===== src/sv/xcr_pkg.sv =====
// ----------------------------------------------------------------------------
// xcr_pkg
// shared types, protocol byte codes and crc helper for the xmodem crc receiver
// ----------------------------------------------------------------------------
package xcr_pkg;

  localparam logic [7:0] B_SOH = 8'h01;
  localparam logic [7:0] B_STX = 8'h02;
  localparam logic [7:0] B_EOT = 8'h04;
  localparam logic [7:0] B_ACK = 8'h06;
  localparam logic [7:0] B_NAK = 8'h15;
  localparam logic [7:0] B_CA  = 8'h18;
  localparam logic [7:0] B_C   = 8'h43;

  localparam logic [7:0]  SEQ_INV_MASK = 8'hff;
  localparam logic [15:0] CRC_POLY     = 16'h1021;
  localparam logic [10:0] LEN_SMALL    = 11'd128;
  localparam logic [10:0] LEN_BIG      = 11'd1024;
  localparam logic [23:0] IDLE_MAX     = 24'hffffff;
  localparam logic [7:0]  ERR_MAX      = 8'hff;

  // input kinds
  localparam logic [2:0] K_BYTE     = 3'd0;
  localparam logic [2:0] K_TICK     = 3'd1;
  localparam logic [2:0] K_FLASH_OK = 3'd2;
  localparam logic [2:0] K_FLASH_NG = 3'd3;
  localparam logic [2:0] K_START    = 3'd4;

  // session end status
  localparam logic [1:0] ST_EOT    = 2'd0;
  localparam logic [1:0] ST_CANCEL = 2'd1;
  localparam logic [1:0] ST_ERRORS = 2'd2;
  localparam logic [1:0] ST_FLASH  = 2'd3;

  // configuration register indexes
  localparam logic [1:0] CFG_TIMEOUT = 2'd0;
  localparam logic [1:0] CFG_ERRLIM  = 2'd1;

  typedef struct packed {
    logic        tx_valid;
    logic [7:0]  tx_byte;
    logic        payload_valid;
    logic [7:0]  payload_byte;
    logic [9:0]  payload_index;
    logic        commit_valid;
    logic [10:0] commit_length;
    logic [23:0] commit_offset;
    logic        discard;
    logic        finished;
    logic [1:0]  status;
  } res_t;

  // one queue entry: the first result plus an optional trailing CA that ends the session
  typedef struct packed {
    res_t       first;
    logic       two;
    logic [1:0] second_status;
  } desc_t;

  localparam res_t RES_NONE = '0;

  function automatic res_t make_tx(input logic [7:0] b, input logic fin,
                                   input logic [1:0] st, input logic disc);
    res_t r;
    r          = RES_NONE;
    r.tx_valid = 1'b1;
    r.tx_byte  = b;
    r.discard  = disc;
    r.finished = fin;
    r.status   = fin ? st : ST_EOT;
    return r;
  endfunction

  // crc-16/xmodem, one byte, msb first
  function automatic logic [15:0] crc_update(input logic [15:0] crc_in, input logic [7:0] b);
    logic [15:0] c;
    c = crc_in ^ {b, 8'h00};
    for (int i = 0; i < 8; i++) begin
      c = c[15] ? ({c[14:0], 1'b0} ^ CRC_POLY) : {c[14:0], 1'b0};
    end
    return c;
  endfunction

endpackage


===== src/sv/xcr_front.sv =====
// ----------------------------------------------------------------------------
// xcr_front
// protocol engine: classifies each transaction, updates session state and
// pushes the results it causes into the queue
// ----------------------------------------------------------------------------
module xcr_front (
  input  logic              clk,
  input  logic              rst_n,
  input  logic              cfg_wr_en,
  input  logic [1:0]        cfg_index,
  input  logic [23:0]       cfg_data,
  input  logic              in_fire,
  input  logic [2:0]        in_kind,
  input  logic [7:0]        in_rx_byte,
  output logic              push,
  output xcr_pkg::desc_t    push_desc
);

  typedef enum logic [9:0] {
    PH_IDLE  = 10'b00_0000_0001,
    PH_HDR   = 10'b00_0000_0010,
    PH_CA2   = 10'b00_0000_0100,
    PH_SEQ   = 10'b00_0000_1000,
    PH_SEQC  = 10'b00_0001_0000,
    PH_DATA  = 10'b00_0010_0000,
    PH_CRCH  = 10'b00_0100_0000,
    PH_CRCL  = 10'b00_1000_0000,
    PH_FLASH = 10'b01_0000_0000,
    PH_DONE  = 10'b10_0000_0000
  } phase_t;

  phase_t      phase_r, phase_nxt;
  logic        big_r, big_nxt;
  logic [10:0] byte_count_r, byte_count_nxt;
  logic [7:0]  seq_r, seq_nxt;
  logic [7:0]  seqc_r, seqc_nxt;
  logic [7:0]  exp_seq_r, exp_seq_nxt;
  logic [15:0] crc_r, crc_nxt;
  logic [7:0]  crc_hi_r, crc_hi_nxt;
  logic [7:0]  err_r, err_nxt;
  logic        begun_r, begun_nxt;
  logic [23:0] idle_r, idle_nxt;
  logic [23:0] offset_r, offset_nxt;
  logic [23:0] timeout_r;
  logic [7:0]  limit_r;

  logic [10:0] len;
  logic [10:0] count_inc;
  logic [23:0] idle_inc;
  logic [23:0] lim;
  logic [7:0]  err_inc;
  logic        emit;
  logic        active;
  xcr_pkg::desc_t d;

  assign len       = big_r ? xcr_pkg::LEN_BIG : xcr_pkg::LEN_SMALL;
  assign count_inc = byte_count_r + 11'd1;
  assign idle_inc  = (idle_r == xcr_pkg::IDLE_MAX) ? idle_r : idle_r + 24'd1;
  assign lim       = (timeout_r == 24'd0) ? 24'd1 : timeout_r;
  assign err_inc   = (begun_r && err_r != xcr_pkg::ERR_MAX) ? err_r + 8'd1 : err_r;
  assign active    = (phase_r != PH_IDLE) && (phase_r != PH_FLASH) && (phase_r != PH_DONE);

  always_comb begin
    phase_nxt      = phase_r;
    big_nxt        = big_r;
    byte_count_nxt = byte_count_r;
    seq_nxt        = seq_r;
    seqc_nxt       = seqc_r;
    exp_seq_nxt    = exp_seq_r;
    crc_nxt        = crc_r;
    crc_hi_nxt     = crc_hi_r;
    err_nxt        = err_r;
    begun_nxt      = begun_r;
    idle_nxt       = idle_r;
    offset_nxt     = offset_r;
    emit           = 1'b0;
    d              = '0;

    if (in_kind == xcr_pkg::K_START) begin
      phase_nxt      = PH_HDR;
      big_nxt        = 1'b0;
      byte_count_nxt = '0;
      crc_nxt        = '0;
      exp_seq_nxt    = 8'd1;
      err_nxt        = '0;
      begun_nxt      = 1'b0;
      idle_nxt       = '0;
      offset_nxt     = '0;
    end else if (active) begin
      logic take_error;
      logic err_disc;
      take_error = 1'b0;
      err_disc   = 1'b0;
      if (in_kind == xcr_pkg::K_BYTE) begin
        idle_nxt = '0;
        unique case (phase_r)
          PH_HDR: begin
            priority if (in_rx_byte == xcr_pkg::B_SOH || in_rx_byte == xcr_pkg::B_STX) begin
              big_nxt        = (in_rx_byte == xcr_pkg::B_STX);
              byte_count_nxt = '0;
              crc_nxt        = '0;
              phase_nxt      = PH_SEQ;
            end else if (in_rx_byte == xcr_pkg::B_EOT) begin
              err_nxt        = '0;
              emit           = 1'b1;
              d.first        = xcr_pkg::make_tx(xcr_pkg::B_ACK, 1'b1, xcr_pkg::ST_EOT, 1'b0);
              phase_nxt      = PH_DONE;
              byte_count_nxt = '0;
            end else if (in_rx_byte == xcr_pkg::B_CA) begin
              phase_nxt = PH_CA2;
            end else begin
              take_error = 1'b1;
            end
          end
          PH_CA2: begin
            if (in_rx_byte == xcr_pkg::B_CA) begin
              err_nxt        = '0;
              emit           = 1'b1;
              d.first        = xcr_pkg::make_tx(xcr_pkg::B_ACK, 1'b1, xcr_pkg::ST_CANCEL, 1'b0);
              phase_nxt      = PH_DONE;
              byte_count_nxt = '0;
            end else begin
              take_error = 1'b1;
            end
          end
          PH_SEQ: begin
            seq_nxt   = in_rx_byte;
            phase_nxt = PH_SEQC;
          end
          PH_SEQC: begin
            seqc_nxt  = in_rx_byte;
            phase_nxt = PH_DATA;
          end
          PH_DATA: begin
            emit                    = 1'b1;
            d.first.payload_valid   = 1'b1;
            d.first.payload_byte    = in_rx_byte;
            d.first.payload_index   = byte_count_r[9:0];
            crc_nxt                 = xcr_pkg::crc_update(crc_r, in_rx_byte);
            byte_count_nxt          = count_inc;
            if (count_inc >= len) begin
              phase_nxt = PH_CRCH;
            end
          end
          PH_CRCH: begin
            crc_hi_nxt = in_rx_byte;
            phase_nxt  = PH_CRCL;
          end
          PH_CRCL: begin
            priority if (seq_r != (seqc_r ^ xcr_pkg::SEQ_INV_MASK) ||
                         {crc_hi_r, in_rx_byte} != crc_r) begin
              take_error = 1'b1;
              err_disc   = 1'b1;
            end else if (seq_r != exp_seq_r) begin
              err_nxt        = '0;
              phase_nxt      = PH_HDR;
              byte_count_nxt = '0;
              emit           = 1'b1;
              d.first        = xcr_pkg::make_tx(xcr_pkg::B_NAK, 1'b0, xcr_pkg::ST_EOT, 1'b1);
            end else begin
              err_nxt               = '0;
              emit                  = 1'b1;
              d.first.commit_valid  = 1'b1;
              d.first.commit_length = len;
              d.first.commit_offset = offset_r;
              phase_nxt             = PH_FLASH;
            end
          end
          default: begin
          end
        endcase
      end else if (in_kind == xcr_pkg::K_TICK) begin
        idle_nxt = idle_inc;
        if (idle_inc >= lim) begin
          take_error = 1'b1;
          err_disc   = (phase_r != PH_HDR) && (phase_r != PH_CA2);
        end
      end

      if (take_error) begin
        byte_count_nxt = '0;
        idle_nxt       = '0;
        err_nxt        = err_inc;
        emit           = 1'b1;
        if (err_inc > limit_r) begin
          d.first         = xcr_pkg::make_tx(xcr_pkg::B_CA, 1'b0, xcr_pkg::ST_EOT, err_disc);
          d.two           = 1'b1;
          d.second_status = xcr_pkg::ST_ERRORS;
          phase_nxt       = PH_DONE;
        end else begin
          d.first   = xcr_pkg::make_tx(xcr_pkg::B_C, 1'b0, xcr_pkg::ST_EOT, err_disc);
          phase_nxt = PH_HDR;
        end
      end
    end else if (phase_r == PH_FLASH) begin
      if (in_kind == xcr_pkg::K_FLASH_OK) begin
        emit           = 1'b1;
        d.first        = xcr_pkg::make_tx(xcr_pkg::B_ACK, 1'b0, xcr_pkg::ST_EOT, 1'b0);
        offset_nxt     = offset_r + {13'd0, len};
        exp_seq_nxt    = exp_seq_r + 8'd1;
        begun_nxt      = 1'b1;
        err_nxt        = '0;
        phase_nxt      = PH_HDR;
        byte_count_nxt = '0;
        idle_nxt       = '0;
      end else if (in_kind == xcr_pkg::K_FLASH_NG) begin
        emit            = 1'b1;
        d.first         = xcr_pkg::make_tx(xcr_pkg::B_CA, 1'b0, xcr_pkg::ST_EOT, 1'b0);
        d.two           = 1'b1;
        d.second_status = xcr_pkg::ST_FLASH;
        phase_nxt       = PH_DONE;
        byte_count_nxt  = '0;
        idle_nxt        = '0;
      end
    end
  end

  assign push      = in_fire && emit;
  assign push_desc = d;

  always_ff @(posedge clk) begin
    if (!rst_n) begin
      phase_r      <= PH_IDLE;
      big_r        <= 1'b0;
      byte_count_r <= '0;
      seq_r        <= '0;
      seqc_r       <= '0;
      exp_seq_r    <= 8'd1;
      crc_r        <= '0;
      crc_hi_r     <= '0;
      err_r        <= '0;
      begun_r      <= 1'b0;
      idle_r       <= '0;
      offset_r     <= '0;
      timeout_r    <= 24'd1000000;
      limit_r      <= 8'd5;
    end else begin
      if (in_fire) begin
        phase_r      <= phase_nxt;
        big_r        <= big_nxt;
        byte_count_r <= byte_count_nxt;
        seq_r        <= seq_nxt;
        seqc_r       <= seqc_nxt;
        exp_seq_r    <= exp_seq_nxt;
        crc_r        <= crc_nxt;
        crc_hi_r     <= crc_hi_nxt;
        err_r        <= err_nxt;
        begun_r      <= begun_nxt;
        idle_r       <= idle_nxt;
        offset_r     <= offset_nxt;
      end
      if (cfg_wr_en) begin
        if (cfg_index == xcr_pkg::CFG_TIMEOUT) begin
          timeout_r <= cfg_data;
        end else if (cfg_index == xcr_pkg::CFG_ERRLIM) begin
          limit_r <= cfg_data[7:0];
        end
      end
    end
  end

endmodule


===== src/sv/xcr_queue.sv =====
// ----------------------------------------------------------------------------
// xcr_queue
// small fifo of result descriptors between the protocol engine and the
// output stage
// ----------------------------------------------------------------------------
module xcr_queue #(
  parameter int DEPTH = 4
) (
  input  logic           clk,
  input  logic           rst_n,
  input  logic           push,
  input  xcr_pkg::desc_t push_desc,
  input  logic           pop,
  output xcr_pkg::desc_t pop_desc,
  output logic           empty,
  output logic           full
);

  localparam int PW = (DEPTH > 1) ? $clog2(DEPTH) : 1;
  localparam int CW = $clog2(DEPTH + 1);
  localparam logic [PW-1:0] LAST_PTR = PW'(DEPTH - 1);
  localparam logic [CW-1:0] FULL_CNT = CW'(DEPTH);

  xcr_pkg::desc_t mem_r [DEPTH];
  logic [PW-1:0] wr_ptr_r, rd_ptr_r;
  logic [CW-1:0] count_r;

  assign empty    = (count_r == '0);
  assign full     = (count_r == FULL_CNT);
  assign pop_desc = mem_r[rd_ptr_r];

  always_ff @(posedge clk) begin
    if (push) begin
      mem_r[wr_ptr_r] <= push_desc;
    end
  end

  always_ff @(posedge clk) begin
    if (!rst_n) begin
      wr_ptr_r <= '0;
      rd_ptr_r <= '0;
      count_r  <= '0;
    end else begin
      if (push) begin
        wr_ptr_r <= (wr_ptr_r == LAST_PTR) ? '0 : wr_ptr_r + PW'(1);
      end
      if (pop) begin
        rd_ptr_r <= (rd_ptr_r == LAST_PTR) ? '0 : rd_ptr_r + PW'(1);
      end
      if (push && !pop) begin
        count_r <= count_r + CW'(1);
      end else if (pop && !push) begin
        count_r <= count_r - CW'(1);
      end
    end
  end

endmodule


===== src/sv/xcr_back.sv =====
// ----------------------------------------------------------------------------
// xcr_back
// output stage: expands queued descriptors into one or two results and holds
// each in the output register until its transaction completes
// ----------------------------------------------------------------------------
module xcr_back (
  input  logic           clk,
  input  logic           rst_n,
  input  logic           q_empty,
  input  xcr_pkg::desc_t q_desc,
  output logic           q_pop,
  input  logic           out_ready,
  output logic           out_valid,
  output xcr_pkg::res_t  out_res,
  output logic           out_last
);

  logic          valid_r;
  logic          pend_r;
  logic [1:0]    pend_status_r;
  xcr_pkg::res_t res_r;
  logic          last_r;
  logic          load;

  assign load      = !valid_r || out_ready;
  assign q_pop     = load && !pend_r && !q_empty;
  assign out_valid = valid_r;
  assign out_res   = res_r;
  assign out_last  = last_r;

  always_ff @(posedge clk) begin
    if (!rst_n) begin
      valid_r <= 1'b0;
      pend_r  <= 1'b0;
    end else if (load) begin
      if (pend_r) begin
        valid_r <= 1'b1;
        pend_r  <= 1'b0;
      end else begin
        valid_r <= !q_empty;
        pend_r  <= !q_empty && q_desc.two;
      end
    end
  end

  always_ff @(posedge clk) begin
    if (load) begin
      if (pend_r) begin
        res_r  <= xcr_pkg::make_tx(xcr_pkg::B_CA, 1'b1, pend_status_r, 1'b0);
        last_r <= 1'b1;
      end else begin
        res_r         <= q_desc.first;
        last_r        <= !q_desc.two;
        pend_status_r <= q_desc.second_status;
      end
    end
  end

endmodule


===== src/sv/xmodem_crc_receiver_top.sv =====
// ----------------------------------------------------------------------------
// xmodem_crc_receiver_top
// xmodem-crc / xmodem-1k receiver with streaming payload and commit output
// ----------------------------------------------------------------------------
// One input transaction (received byte, tick, flash outcome or session start)
// is accepted every cycle while the result queue of QUEUE_DEPTH entries has
// room; the protocol engine updates framing, sequence and crc state in that
// same cycle. The output register delivers one result per cycle while
// out_ready is high, so an event that ends a session with CA CA yields two
// results and everything else at most one. Each result passes through the
// queue and then the output register before it reaches the output.
module xmodem_crc_receiver_top #(
  parameter int QUEUE_DEPTH = 4
) (
  input  logic        clk,
  input  logic        rst_n,
  input  logic        cfg_wr_en,
  input  logic [1:0]  cfg_index,
  input  logic [23:0] cfg_data,
  input  logic        in_valid,
  output logic        in_ready,
  input  logic [2:0]  in_kind,
  input  logic [7:0]  in_rx_byte,
  output logic        out_valid,
  input  logic        out_ready,
  output logic        out_tx_valid,
  output logic [7:0]  out_tx_byte,
  output logic        out_payload_valid,
  output logic [7:0]  out_payload_byte,
  output logic [9:0]  out_payload_index,
  output logic        out_commit_valid,
  output logic [10:0] out_commit_length,
  output logic [23:0] out_commit_offset,
  output logic        out_discard,
  output logic        out_finished,
  output logic [1:0]  out_status,
  output logic        out_last
);

  logic           q_full, q_empty, q_push, q_pop;
  xcr_pkg::desc_t push_desc, pop_desc;
  xcr_pkg::res_t  res;

  assign in_ready = !q_full;

  xcr_front u_front (
    .clk        (clk),
    .rst_n      (rst_n),
    .cfg_wr_en  (cfg_wr_en),
    .cfg_index  (cfg_index),
    .cfg_data   (cfg_data),
    .in_fire    (in_valid && in_ready),
    .in_kind    (in_kind),
    .in_rx_byte (in_rx_byte),
    .push       (q_push),
    .push_desc  (push_desc)
  );

  xcr_queue #(
    .DEPTH (QUEUE_DEPTH)
  ) u_queue (
    .clk       (clk),
    .rst_n     (rst_n),
    .push      (q_push),
    .push_desc (push_desc),
    .pop       (q_pop),
    .pop_desc  (pop_desc),
    .empty     (q_empty),
    .full      (q_full)
  );

  xcr_back u_back (
    .clk       (clk),
    .rst_n     (rst_n),
    .q_empty   (q_empty),
    .q_desc    (pop_desc),
    .q_pop     (q_pop),
    .out_ready (out_ready),
    .out_valid (out_valid),
    .out_res   (res),
    .out_last  (out_last)
  );

  assign out_tx_valid      = res.tx_valid;
  assign out_tx_byte       = res.tx_byte;
  assign out_payload_valid = res.payload_valid;
  assign out_payload_byte  = res.payload_byte;
  assign out_payload_index = res.payload_index;
  assign out_commit_valid  = res.commit_valid;
  assign out_commit_length = res.commit_length;
  assign out_commit_offset = res.commit_offset;
  assign out_discard       = res.discard;
  assign out_finished      = res.finished;
  assign out_status        = res.status;

endmodule


===== config.mk =====
export PLATFORM = sky130hd
export DESIGN_NAME = xmodem_crc_receiver_top
export DESIGN_NICKNAME = d
export VERILOG_FILES = /design/src/sv/xcr_pkg.sv /design/src/sv/xcr_front.sv /design/src/sv/xcr_queue.sv /design/src/sv/xcr_back.sv /design/src/sv/xmodem_crc_receiver_top.sv
export SDC_FILE = /design/constraint.sdc
export NUM_CORES = 1
export LEC_CHECK = 0
export ABC_AREA = 1
export BUFFER_PORTS_ARGS = -buffer_cell sky130_fd_sc_hd__buf_2
export CAP_MARGIN = 20
export CORE_ASPECT_RATIO = 0.9
export CORE_MARGIN = 2
export CORE_UTILIZATION = 55
export CTS_CLUSTER_SIZE = 40
export DETAILED_ROUTE_END_ITERATION = 8
export HOLD_SLACK_MARGIN = 0.05
export PLACE_DENSITY = 0.71
export SETUP_SLACK_MARGIN = 0.5
export SYNTH_ARGS = -nofsm -noshare
export SYNTH_HDL_FRONTEND = slang
export SYNTH_HIERARCHICAL = 1
export SYNTH_SLANG_ARGS = --single-unit

===== constraint.sdc =====
create_clock -name clk -period 12.3 [get_ports clk]
set_input_delay 0.615 -clock clk [delete_from_list [all_inputs] [get_ports clk]]
set_output_delay 0.615 -clock clk [all_outputs]
set_load 0.02 [all_outputs]

Word level (Yosys, flattened, before mapping). Memories as Yosys holds them, arrays and structs flattened. A register that Yosys moved wholly into a read port is not among the register bits. Index checks and enable logic that the tools add are counted.

Bitwise gates (word level): 13. Order comparisons: 3. Reduce and logical (&&, ||, !) cells: 49. Muxes and demuxes: 139. Add/subtract/negate cells: 9. Equality and inequality tests: 45.

Operator list (number): two-way mux 68 bit (6); two-way mux 71 bit (5); two-way mux 24 bit (14); two-way mux 11 bit (13); two-way mux 10 bit (14); two-way mux 8 bit (15); case mux 40 bit (3 select lines) (1); two-way mux 13 bit (8); case mux 19 bit (4 select lines) (1); case mux 10 bit (7 select lines) (1); two-way mux 66 bit (1); two-way mux 16 bit (4); case mux 11 bit (4 select lines) (1); two-way mux 1 bit (37); two-way mux 36 bit (1); inequality test 5 bit (second input constant) (7); case mux 16 bit (2 select lines) (1); two-way mux 28 bit (1); case mux 9 bit (3 select lines) (1); AND reduction 9 bit (3); AND reduction 5 bit (5); adder 24 x 1 -> 24 bit (second input constant) (1); adder 24 x 11 -> 24 bit (1); equality test 24 bit (second input constant) (1); 61 further kinds (115).

Register bits after elaboration: 239. Input bits: 42. RAM bits: 284. Memories kept: 1.

Memory list: u_queue.mem_r (words 4, bits a word 71, rd ports 1, clocked after memory_dff 1, write ports 1, line xcr_queue.sv:24) `xcr_pkg::desc_t mem_r [DEPTH];`.

Logic depth before layout (Yosys ltp). Gate-level depths: netlist of run 1.

Word-level depth: 21. Depth in mapped cells: 31.

Hierarchy. The synthesis of run 1 kept the hierarchy.

Modules (own cells, without submodules): xcr_queue (times used 1, cells each 746, sequential area each 8708.4 µm², area an instance 10988.0 µm²); xcr_front (times used 1, cells each 1580, sequential area each 3042.9 µm², area an instance 10109.7 µm²); xcr_back (times used 1, cells each 229, sequential area each 2172.1 µm², area an instance 2795.2 µm²); xmodem_crc_receiver_top (times used 1, cells each 3, sequential area each 0.0 µm², area an instance 13.8 µm²).

Worst setup path after synthesis of run 1. OpenSTA, ideal clock, no wires.

Path type: register to register. From: register u_front.idle_r[0]. To: memory u_queue/mem_r[0][0] in the netlist's numbering (enable). Arrival: 4698 ps. Library setup time: 425 ps. Period minus slack after synthesis: 5123 ps. Cell stages (with the launch flop): 21. Path slack: 7177 ps. Cell sequence: dfxtp_1 ha_1 nand2_1 nor3_1 inv_1 nor4_1 nand3_1 xor2_1 ha_1 nand2_1 nor2_1 nand2_1 nor3_1 nand2_1 nand4_1 nand2_1 nand2_2 inv_4 a31oi_1 nand2_1 inv_1.

Word-level cells in the longest chain between the ends: 14.

Ends and longest elaborated chain: from (decl) (line xcr_front.sv:42) `logic [23:0] idle_r, idle_nxt;`; from (signal assigned) (line xcr_front.sv:249) `idle_r <= idle_nxt;`; adder 24 x 1 -> 24 bit or equality test 24 bit (tied branches) (line xcr_front.sv:58) `assign idle_inc = (idle_r == xcr_pkg::IDLE_MAX) ? idle_r : idle_r + 24'd1;`; two-way mux 24 bit (*) (line xcr_front.sv:58); >= comparator 24 bit (*) (line xcr_front.sv:174) `if (idle_inc >= lim) begin`; two-way mux 1 bit (*) (line xcr_front.sv:174); two-way mux 1 bit (*) (line xcr_front.sv:172) `end else if (in_kind == xcr_pkg::K_TICK) begin`; two-way mux 1 bit (*) (line xcr_front.sv:94) `if (in_kind == xcr_pkg::K_BYTE) begin`; two-way mux 1 bit (*) (line xcr_front.sv:89) `end else if (active) begin`; two-way mux 1 bit (*) (line xcr_front.sv:79) `if (in_kind == xcr_pkg::K_START) begin`; two-way mux 1 bit (*) (line xcr_front.sv:180) `if (take_error) begin`; two-way mux 1 bit (*) (line xcr_front.sv:89); two-way mux 1 bit (*) (line xcr_front.sv:79); logical AND 1 bit (*) (line xcr_front.sv:218) `assign push = in_fire && emit;`; via q_push (line xmodem_crc_receiver_top.sv:40) `logic q_full, q_empty, q_push, q_pop;`; two-way mux 1 bit (*) (line xcr_queue.sv:33) `if (push) begin`; two-way mux 1 bit (not written as such) (*) (line xcr_queue.sv:34) `mem_r[wr_ptr_r] <= push_desc;`; to (decl) (line xcr_queue.sv:24).

The timed path passes the listed nets; every way through them passes the cells marked *. The select of a mux whose other input is x is not followed.

Worst setup path in the final report of run 1.
From: register u_front.idle_r[1]. To: memory u_queue/mem_r[2][19] in the netlist's numbering (enable).

The elaborated chain is that of the path after synthesis.

==> out/metrics.cfg, run 1 <==
[place]
port_buffers=112
globalplace.congestion=0.933
dp.cells=3137
place_hpwl_um=34200

[routing]
drt_iter0_markers=1308
route.antenna.remaining_nets=0
vias=17700
post-route-drc-count=0
via_per_inst=5.47
routedWlPerCell_um=16.5
wirelength_um=53500
drtPass1Iterations=5

[floorplan]
start_util=0.556
dieArea_um2=45200
die-width_um=224
row_count=72
core_area_um2=43000
ios=113
dieHeight_um=202

[clocking]
cts-buffers-inserted=52
cts_sinks=518
cts_resized=0
clock_path_buffers=3
clock_latency_ps=610
cts_tree=built
htreeDepth=2
post_cts_buffers=0
cts_root_buf=clkbuf_16
cts-hold-fix-buffers=0
clkTransAtPathRegs_ps=60

[setup_path]
cp-start-kind=flip-flop
critical_path_buf_inv_count=4
crit_type=reg2reg
cpPeakStageDelay_ps=810
crit_chain=ha_1 -> nand2_1 -> nor3_1 -> inv_1 -> nor4_1 -> nand2_1 -> xnor2_1 -> ha_1 -> nand2_1 -> nor2_1 -> nand2_1 -> nor3_1 -> nand2_1 -> nand4_1 -> nand2_1 -> nand2_2 -> inv_4 -> a31oi_1 -> nand2_1 -> inv_2 -> buf_4
cp_slowest_cell=buf_4
endpoint_kind=flip-flop
cp.arrival_ps=5740
cp_top_family=simple AND/OR/NAND/NOR gates
crit_top_cell=nand2_1
crit_required_ps=12520
critPathMaxFanout=71

[global_routing]
grt.total_usage=0.236
grt_max_degree=143
grt_antenna_before_repair=0
grt_pass1_vias=16800
overflow=0
grt_pass1_wl_um=85400

[sta]
slew_headroom=0.277
finClkSkew_ps=16.1
period_needed_ps=5520
setup_viol=0
grt_setup_unrepaired=no
slew_violations=0
finalCritPeriodShare=0.449
setup_tns_ps=0
hold_viol_final=0
tightestPinTransition_ps=1080
max_freq_ghz=0.181
whs_ps=234

[yosys]
synth_edf_count=355
synth-adder-area-share=0.0254
synth-simple-area-share=0.186
avgSynthCellArea_um2=9.35
synthesis.area_um2=23900
netlist_instances=2558
synth-async-reset-ratio=0
synth_top_area_frac=0.446
netlist_top_cells_area=edfxtp_1, dfxtp_1, nor2_1, nand2_1, inv_1
synth_mux_area_frac=0.000419
yosys.area.top_type=edfxtp_1
synth_flop_cell=edfxtp_1
synth_top_family_by_area=simple AND/OR/NAND/NOR gates
yosysMostFrequentCell=nor2_1
synth_xor_area_frac=0.0216
synth_compound_area_frac=0.105
yosys-top-cells-count=nor2_1, nand2_1, edfxtp_1
synth_seq_area_share=0.582
yosysWarnings=6
ys_types=56
ys_ff_latch=518

[cells_and_area]
antenna_cells=0
final_nets=2727
instances_no_fill=3233
drive_gt1_frac=0.102
syn_to_final_growth_pct=9.83

[power_and_ir_drop]
power_density_nw_per_um2=209
p_leak_nw=10.7
irDropWorstVdd_mv=0.126

[outcome]
outcome=finished, final reports clean

[flow_run]
cap_viol_max_count=0

[worst_hold_path]
hold_class=in2reg

## worst register-to-register path, stage by stage (launching register included)
cell and delay (ps):
dfxtp_1 380, ha_1 210, nand2_1 80, nor3_1 350, inv_1 130, nor4_1 600
nand2_1 180, xnor2_1 190, ha_1 290, nand2_1 60, nor2_1 140, nand2_1 90
nor3_1 150, nand2_1 80, nand4_1 110, nand2_1 240, nand2_2 240, inv_4 90
a31oi_1 480, nand2_1 140, inv_2 70, buf_4 810
## cell type report
cell class / instances / area, um^2
Tap cell: 555 / 694
Clock buffer: 73 / 1460
Fill cell: 3598 / 16700
Sequential cell: 518 / 13900
Clock inverter: 22 / 156
Timing Repair Buffer: 126 / 666
Multi-Input combinational cell: 1635 / 8200
Inverter: 304 / 1150
## per-stage QoR
step | utilization | power [mW] | setup WS (ps) | cell area, um^2
floorplan | - | 3.61 | 7180 | 24000
detailed placement | 0.573 | 4.03 | 6850 | 24600
global placement | 0.573 | 3.98 | 6990 | 24600
finish | 0.611 | 5.47 | 6780 | 26300
CTS | 0.611 | 5.52 | 6800 | 26300
global route | 0.611 | 5.80 | 6260 | 26300
## per-layer routing
layer  GRT usage  up-vias  wire (um)
met5           0        -          0
met4      0.0740        0       1280
met3      0.0320       91       3060
met2       0.381      503      24400
met1       0.334     8355      24700
li1            -     8738          -
## logic make-up (layout without fill, tap and decap cells)
logic type               after synthesis  after routing
AND/OR/NAND/NOR                     1043           1043
flip-flops                           518            518
AO/OA/AOI/OAI                        465            465
buffers and inverters                423            525
XOR/XNOR                              59             59
adder cells (fa/ha/maj)               48             48
other                                  1             19
multiplexers                           1              1
## power breakdown
group	total, mW	internal (mW)	switching, mW
Combinational	1.62	0.491	1.13
Clock	1.49	0.833	0.652
Sequential	2.37	2.24	0.134
## layout by cell type (no fill, tap or decap), types with 10 or more instances in the layout
master / Yosys / final
o21ai_1: 16 / 16
inv_1: 287 / 283
conb_1: 1 / 19
clkbuf_16: 0 / 53
dfxtp_1: 163 / 160
clkbuf_1: 36 / 14
buf_2: 31 / 112
clkinv_2: 0 / 10
nand3_1: 86 / 86
xnor2_1: 17 / 17
inv_2: 13 / 17
a21oi_1: 140 / 140
o21ai_0: 206 / 206
buf_4: 26 / 14
nor3_1: 69 / 68
xor2_1: 42 / 42
nand4_1: 36 / 36
nor2_1: 411 / 411
nor4_1: 13 / 13
edfxtp_1: 355 / 355
o22ai_1: 73 / 73
ha_1: 47 / 47
nand2_1: 376 / 375
## registers in the layout, summed over array words and instances, names as in the netlist, 10 cells and up, named ones only
| signal | cells |
|---|---|
| u_front/byte_count_r | 11 |
| u_queue/mem_r | 284 |
| u_front/idle_r | 24 |
| u_back/out_res | 68 |
| u_front/offset_r | 17 |
| u_front/phase_r | 10 |
| u_front/crc_r | 16 |
| u_front/timeout_r | 24 |
## path summary, 6_finish.rpt
kind	from	end	slack, ps	depth (start not counted)
hold reg to reg	u_front/limit_r[5]	u_front/limit_r[5]	470	2
hold / removal	cfg_data[16]	u_front/timeout_r[16]	230	3
setup / recovery	u_front/idle_r[1]	u_queue/mem_r[2][19]	6780	21
setup reg to reg	u_front/idle_r[1]	u_queue/mem_r[2][19]	6780	21
No activity file was read; power rests on OpenSTA's default activity.
==> inputs of run 2 (changes only) <==
--- a/config.mk
+++ b/config.mk
@@ -14,7 +14,7 @@
 export CTS_CLUSTER_SIZE = 40
 export DETAILED_ROUTE_END_ITERATION = 8
 export HOLD_SLACK_MARGIN = 0.05
-export PLACE_DENSITY = 0.71
+export PLACE_DENSITY = 0.73
 export SETUP_SLACK_MARGIN = 0.5
 export SYNTH_ARGS = -nofsm -noshare
 export SYNTH_HDL_FRONTEND = slang
==> constraint.sdc (replaced) <==
create_clock -name clk -period 4.5 [get_ports clk]
set_input_delay 0.225 -clock clk [delete_from_list [all_inputs] [get_ports clk]]
set_output_delay 0.225 -clock clk [all_outputs]
set_load 0.02 [all_outputs]
==> run 2 against run 1 <==
Cell count rose by 4.0%. Sequential power rose to 2.7 times the previous value. First-iteration DRC count rose by 41%. Critical endpoint is now u_queue/mem_r[2][60].
==> out/metrics.cfg, run 2 (synthesized netlist as in run 1, its figures left out) <==
[cells_and_area]
fillers=3167  ; -12%
layout_commonest_cell=nor2_1
layout_common_cells=nor2_1, nand2_1, edfxtp_1
antenna_cells=0  ; unchanged
drive_gt1_frac=0.161  ; +0.0591
syn_to_final_growth_pct=20.6
regMostFlops=u_queue/mem_r
instances_no_fill=3362  ; +4.0%
final_nets=2852  ; +4.6%
final_util=0.671  ; +0.0597
largest_reg_flops=284  ; unchanged

[global_routing]
grt.total_usage=0.246  ; +0.00967
grt_pass1_vias=17300  ; +3.0%
grt_max_degree=143  ; unchanged
overflow=0  ; unchanged
grt_antenna_before_repair=1  ; +1
grt_pass1_wl_um=88600  ; +3.8%

[clocking]
htreeDepth=2  ; unchanged
clock_path_buffers=3  ; unchanged
cts_tree=built
clock_latency_ps=630  ; +20 ps
cts_sinks=518  ; unchanged
cts-buffers-inserted=53  ; +1.9%
clkTransAtPathRegs_ps=60  ; about the same
cts_root_buf=clkbuf_16

[power_and_ir_drop]
p_int_mw=10.7  ; +200%
clockPowerShare=0.296  ; +0.025
p_leak_nw=11.7  ; +9.5%
power.switching_mw=5.66  ; +200%
irDropWorstVdd_mv=0.365  ; +190%
p_sw_frac=0.347  ; -0.00251
sequentialPowerShare=0.399  ; -0.034
power_density_nw_per_um2=566  ; +170%
p_comb_frac=0.306  ; +0.010
power.total_mw=16.3  ; +200%

[floorplan]
ios=113  ; unchanged
die-width_um=224  ; unchanged
dieHeight_um=202  ; unchanged
start_util=0.556  ; unchanged
core_area_um2=43000  ; unchanged
dieArea_um2=45200  ; unchanged
row_count=72  ; unchanged

[routing]
route.antenna.remaining_nets=0  ; unchanged
drtPass1Iterations=6  ; +1
via_per_inst=5.61  ; +2.5%
vias=18800  ; +6.6%
post-route-drc-count=0  ; unchanged
wirelength_um=61300  ; +15%
drt_iter0_markers=1838  ; +41%
routedWlPerCell_um=18.2  ; +10%

[setup_path]
r2r_end=u_queue/mem_r[2][60]
crit_type=reg2reg
cp-startpoint=u_front/idle_r[0]
cp-start-kind=flip-flop
cp.arrival_ps=4420  ; -1320 ps
endpoint_kind=flip-flop
rrSetupSlack_ps=430  ; -6350 ps
r2r_cells=24  ; +14%
endpoint=u_queue/mem_r[2][60]
crit_required_ps=4840  ; -7680 ps
r2r-start=u_front/idle_r[0]
critPathMaxFanout=9  ; -87%

[worst_hold_path]
hold_class=in2reg
hold_depth=3  ; unchanged

[sta]
slew_headroom=0.290  ; +0.0132
max_freq_ghz=0.245  ; +36%
slew_violations=0  ; unchanged
finClkSkew_ps=21.9  ; +5.83 ps
period_needed_ps=4070  ; -1450 ps
finalCritPeriodShare=0.905  ; +0.457
hold_viol_final=0  ; unchanged
grt_setup_unrepaired=yes
setup_tns_ps=0  ; unchanged
setup_viol=0  ; unchanged
tightestPinTransition_ps=1070  ; -19.7 ps

[place]
dp.cells=3153  ; +0.51%
port_buffers=112  ; unchanged
place_hpwl_um=35600  ; +4.0%
globalplace.congestion=0.906  ; -2.9%

[outcome]
outcome=finished, final reports clean

[flow_run]
cap_viol_max_count=0  ; unchanged

-- run 2: cell count changes in the layout (fill, tap and decap cells not counted), sizes merged --
cell         delta
inv             -6
dlygate4sd3    +32
nor2            +2
buf            +65
bufinv         +13
clkbuf         +10
clkinv          +4
clkinvlp        +9
-- run 2: worst max-delay path, cell delays in order, from the launching register on --
cell,delay [ps]
dfxtp_4,360
ha_4,160
nand2_4,60
nor3_4,170
nand4_1,230
nor2_2,180
nand4_1,110
nor2_1,170
xnor2_1,140
inv_1,100
ha_4,270
nand4_1,190
nor2_1,210
nand2_1,70
nand4_1,150
nand2_2,100
nand2_4,90
inv_8,50
a31oi_4,190
buf_4,140
buf_6,110
nand2_2,70
clkinvlp_4,120
buf_12,180
clkbuf_16,170
-- run 2: area by class of cell --
cell class | count | area [um^2] | share of cell area
Multi-Input combinational cell | 1637 | 8620 | 0.299
Tap cell | 555 | 694 | 0.0241
Clock buffer | 59 | 1350 | 0.0468
Clock inverter | 41 | 581 | 0.0201
Timing Repair Buffer | 247 | 2450 | 0.0850
Sequential cell | 518 | 13900 | 0.484
Timing Repair inverter | 1 | 7.51 | 0.000260
Inverter | 304 | 1180 | 0.0408
-- run 2: layer usage --
layer / part of all wire / GRT usage / wire (um) / vias up
li1: - / - / - / 9006
met1: 0.43 / 0.342 / 26200 / 8988
met2: 0.47 / 0.399 / 28800 / 742
met3: 0.079 / 0.0382 / 4810 / 108
met4: 0.023 / 0.0762 / 1440 / 2
met5: 0.00018 / 0 / 11 / -
-- run 2: metrics by stage --
step	instance area, um^2	setup WS, ps	hold WS, ps
after detailed placement	24900	278	453
after floorplan	24100	274	338
after CTS	27300	477	56.4
after global routing	28800	231	108
after global placement	24900	406	443
final	28800	426	98.8
-- run 2: worst min path at each step --
| stage | start | endpoint |
|---|---|---|
| 6_report | in_rx_byte[4] | u_front/seq_r[4] |
| 5_1_grt | in_rx_byte[4] | u_front/seqc_r[4] |
| 4_1_cts | in_rx_byte[4] | u_front/seq_r[4] |
| 3_5_place_dp | cfg_data[9] | u_front/timeout_r[9] |
| 3_3_place_gp | cfg_data[19] | u_front/timeout_r[19] |
| 2_1_floorplan | cfg_data[0] | u_front/limit_r[0] |
-- run 2: power groups by stage --
| stage | clock, mW | combinational, mW | sequential [mW] |
|---|---|---|---|
| 2_1_floorplan | 0 | 2.97 | 6.90 |
| 3_3_place_gp | 0 | 4.38 | 6.56 |
| 3_5_place_dp | 0 | 4.49 | 6.59 |
| 4_1_cts | 4.88 | 4.55 | 6.49 |
| 5_1_grt | 5.08 | 5.47 | 6.58 |
| 6_report | 4.82 | 4.99 | 6.50 |
-- run 2: what timing repair did --
item,4_1_cts,5_1_grt
hold endpoints to repair,50,0
gates resized for setup,9,130
hold buffers,32,0
endpoints found under the setup margin,375,493
cloned,1,36
buffers inserted,9,30
pin swaps,12,39
==> inputs of run 3 (changes only) <==
--- a/config.mk
+++ b/config.mk
@@ -11,6 +11,7 @@
 export CORE_ASPECT_RATIO = 0.9
 export CORE_MARGIN = 2
 export CORE_UTILIZATION = 55
+export CTS_BUF_LIST = sky130_fd_sc_hd__clkbuf_8
 export CTS_CLUSTER_SIZE = 40
 export DETAILED_ROUTE_END_ITERATION = 8
 export HOLD_SLACK_MARGIN = 0.05
==> run 3 against run 2 <==
Cell count rose by 0.59%. Power decreased by 6.7%. Sequential power barely moved. Utilization down 2.3 points. Largest cell class unchanged. First-iteration DRC count is 8.1% lower. Sequential cell count did not move. Combinational power shrank 5.2%. Global-route usage about the same.
==> out/metrics.cfg, run 3 (synthesized netlist as in run 1, its figures left out) <==
[place]
dpl_cell_area_um2=24900  ; unchanged
globalplace.congestion=0.906  ; unchanged
port_buffers=112  ; unchanged
place_hpwl_um=35600  ; unchanged

[floorplan]
dieArea_um2=45200  ; unchanged
start_util=0.556  ; unchanged
ios=113  ; unchanged
row_count=72  ; unchanged
core_area_um2=43000  ; unchanged
die-width_um=224  ; unchanged
dieHeight_um=202  ; unchanged

[sta]
setup_viol=0  ; unchanged
slew_headroom=0.302  ; +0.0124
period_needed_ps=4070  ; -5.74 ps
whs_ps=97.3  ; -1.57 ps
finClkSkew_ps=30.7  ; +8.81 ps
setup_tns_ps=0  ; unchanged
hold_viol_final=0  ; unchanged
finalCritPeriodShare=0.904  ; -0.00127
grt_setup_unrepaired=yes
slew_violations=0  ; unchanged
max_freq_ghz=0.246  ; +0.14%
tightestPinTransition_ps=1050  ; -18.6 ps

[setup_path]
crit_type=reg2reg
cp.arrival_ps=4450  ; +30 ps
critPathMaxFanout=7  ; -2
cp-start-kind=flip-flop
crit_required_ps=4880  ; +40 ps
endpoint_kind=flip-flop

[cells_and_area]
drive_gt1_frac=0.156  ; -0.00468
largest_reg_flops=284  ; unchanged
antenna_cells=0  ; unchanged
final_nets=2852  ; unchanged
layout_common_cells=nor2_1, nand2_1, edfxtp_1
syn_to_final_growth_pct=16.4
final_cell_area_um2=27800  ; -3.4%
layout_commonest_cell=nor2_1
regMostFlops=u_queue/mem_r

[clocking]
cts_root_buf=clkbuf_8
cts_sinks=518  ; unchanged
clock_path_buffers=3  ; unchanged
htreeDepth=3  ; +1
cts_tree=built
cts-buffers-inserted=83  ; +57%
clkTransAtPathRegs_ps=60  ; about the same
clock_latency_ps=680  ; +50 ps

[global_routing]
grt_max_degree=143  ; unchanged
grt_pass1_vias=17300  ; -0.13%
grt_pass1_wl_um=88500  ; about the same
grt.total_usage=0.246  ; about the same
overflow=0  ; unchanged
grt_antenna_before_repair=0  ; -1

[flow_run]
cap_viol_max_count=0  ; unchanged

[routing]
wirelength_um=57800  ; -5.7%
post-route-drc-count=0  ; unchanged
routedWlPerCell_um=17.1  ; -6.2%
drtPass1Iterations=5  ; -1
via_per_inst=5.47  ; -2.4%
vias=18500  ; -1.8%
route.antenna.remaining_nets=0  ; unchanged
drt_iter0_markers=1689  ; -8.1%

[worst_hold_path]
hold_class=in2reg

[power_and_ir_drop]
p_leak_nw=11.4  ; -2.4%
p_int_mw=9.74  ; -8.6%
sequentialPowerShare=0.426  ; +0.027
p_comb_frac=0.311  ; +0.005
p_sw_frac=0.360  ; +0.0131
clockPowerShare=0.263  ; -0.033
power_density_nw_per_um2=547  ; -3.4%
power.switching_mw=5.48  ; -3.2%
irDropWorstVdd_mv=0.366  ; +0.16%

[outcome]
outcome=finished, final reports clean

-- run 3: cell types whose count changed in the layout (fill, tap and decap cells not counted), moves of 7 or more --
| cell | delta |
|---|---|
| clkbuf_16 | -67 |
| nor2_2 | +7 |
| nor2_4 | -8 |
| buf_8 | -8 |
| bufinv_16 | -11 |
| inv_1 | +17 |
| clkbuf_8 | +99 |
-- run 3: layout make-up --
| type | count | area, um^2 |
|---|---|---|
| repair buffers | 218 | 1840 |
| multi-input cells | 1636 | 8520 |
| well taps | 555 | 694 |
| clock inverters | 51 | 297 |
| flip-flops and latches | 518 | 13900 |
| fillers | 3379 | 15100 |
| inverters | 304 | 1180 |
| clock buffers | 99 | 1360 |
| repair inverters | 1 | 7.51 |
-- run 3: power by group through the flow --
stage	sequential [mW]	combinational (mW)	clock, mW
after CTS	6.49	4.53	4.08
after global routing	6.56	5.24	4.29
final	6.48	4.73	4.00
after detailed placement	6.59	4.49	0
after global placement	6.56	4.38	0
after floorplan	6.90	2.97	0
-- run 3: metal layers --
| layer | wire (um) | vias up | global-route usage | share of wire |
|---|---|---|---|---|
| met5 | 0 | - | 0 | 0 |
| li1 | - | 9013 | - | - |
| met4 | 1060 | 0 | 0.0660 | 0.018 |
| met3 | 4140 | 85 | 0.0502 | 0.072 |
| met2 | 26900 | 654 | 0.396 | 0.46 |
| met1 | 25800 | 8759 | 0.342 | 0.45 |
-- run 3: what timing repair did --
action,4_1_cts,5_1_grt
pin swaps,10,29
endpoints found under the setup margin,361,477
hold buffers,34,0
hold endpoints to repair,58,0
resized for setup,9,75
cloned,1,14
buffers inserted,8,21
-- run 3: final timing paths --
path / startpoint / end / slack (ps) / cells after the start
worst max-delay path: u_front/idle_r[0] / u_queue/mem_r[3][58] / 430 / 23
worst min-delay path: cfg_index[0] / u_front/timeout_r[16] / 100 / 4
worst max register to register: u_front/idle_r[0] / u_queue/mem_r[3][58] / 430 / 23
worst min register to register: u_front/timeout_r[0] / u_front/timeout_r[0] / 470 / 2
-- run 3: worst max-delay path: stages, from the launching register on --
cell and delay (ps):
dfxtp_4 360, ha_4 160, nand2_4 60, nor3_4 180
nand4_1 230, nor2_2 180, nand4_1 100, nor2_1 150
xnor2_1 140, inv_1 100, ha_4 270, nand4_1 200
nor2_1 190, nand2_1 70, nand4_1 140, nand2_2 100
nand2_4 100, inv_8 50, a31oi_4 180, buf_4 170
nand2_2 70, clkinvlp_4 240, buf_4 170, clkbuf_16 140
-- run 3: through the flow --
stage	util	power [mW]	cells	setup WS (ps)
2_1_floorplan	-	9.87	2576	274
3_3_place_gp	0.580	10.9	3153	406
3_5_place_dp	0.580	11.1	3153	278
4_1_cts	0.630	15.1	3346	515
5_1_grt	0.648	16.1	3382	231
6_report	0.648	15.2	3382	431
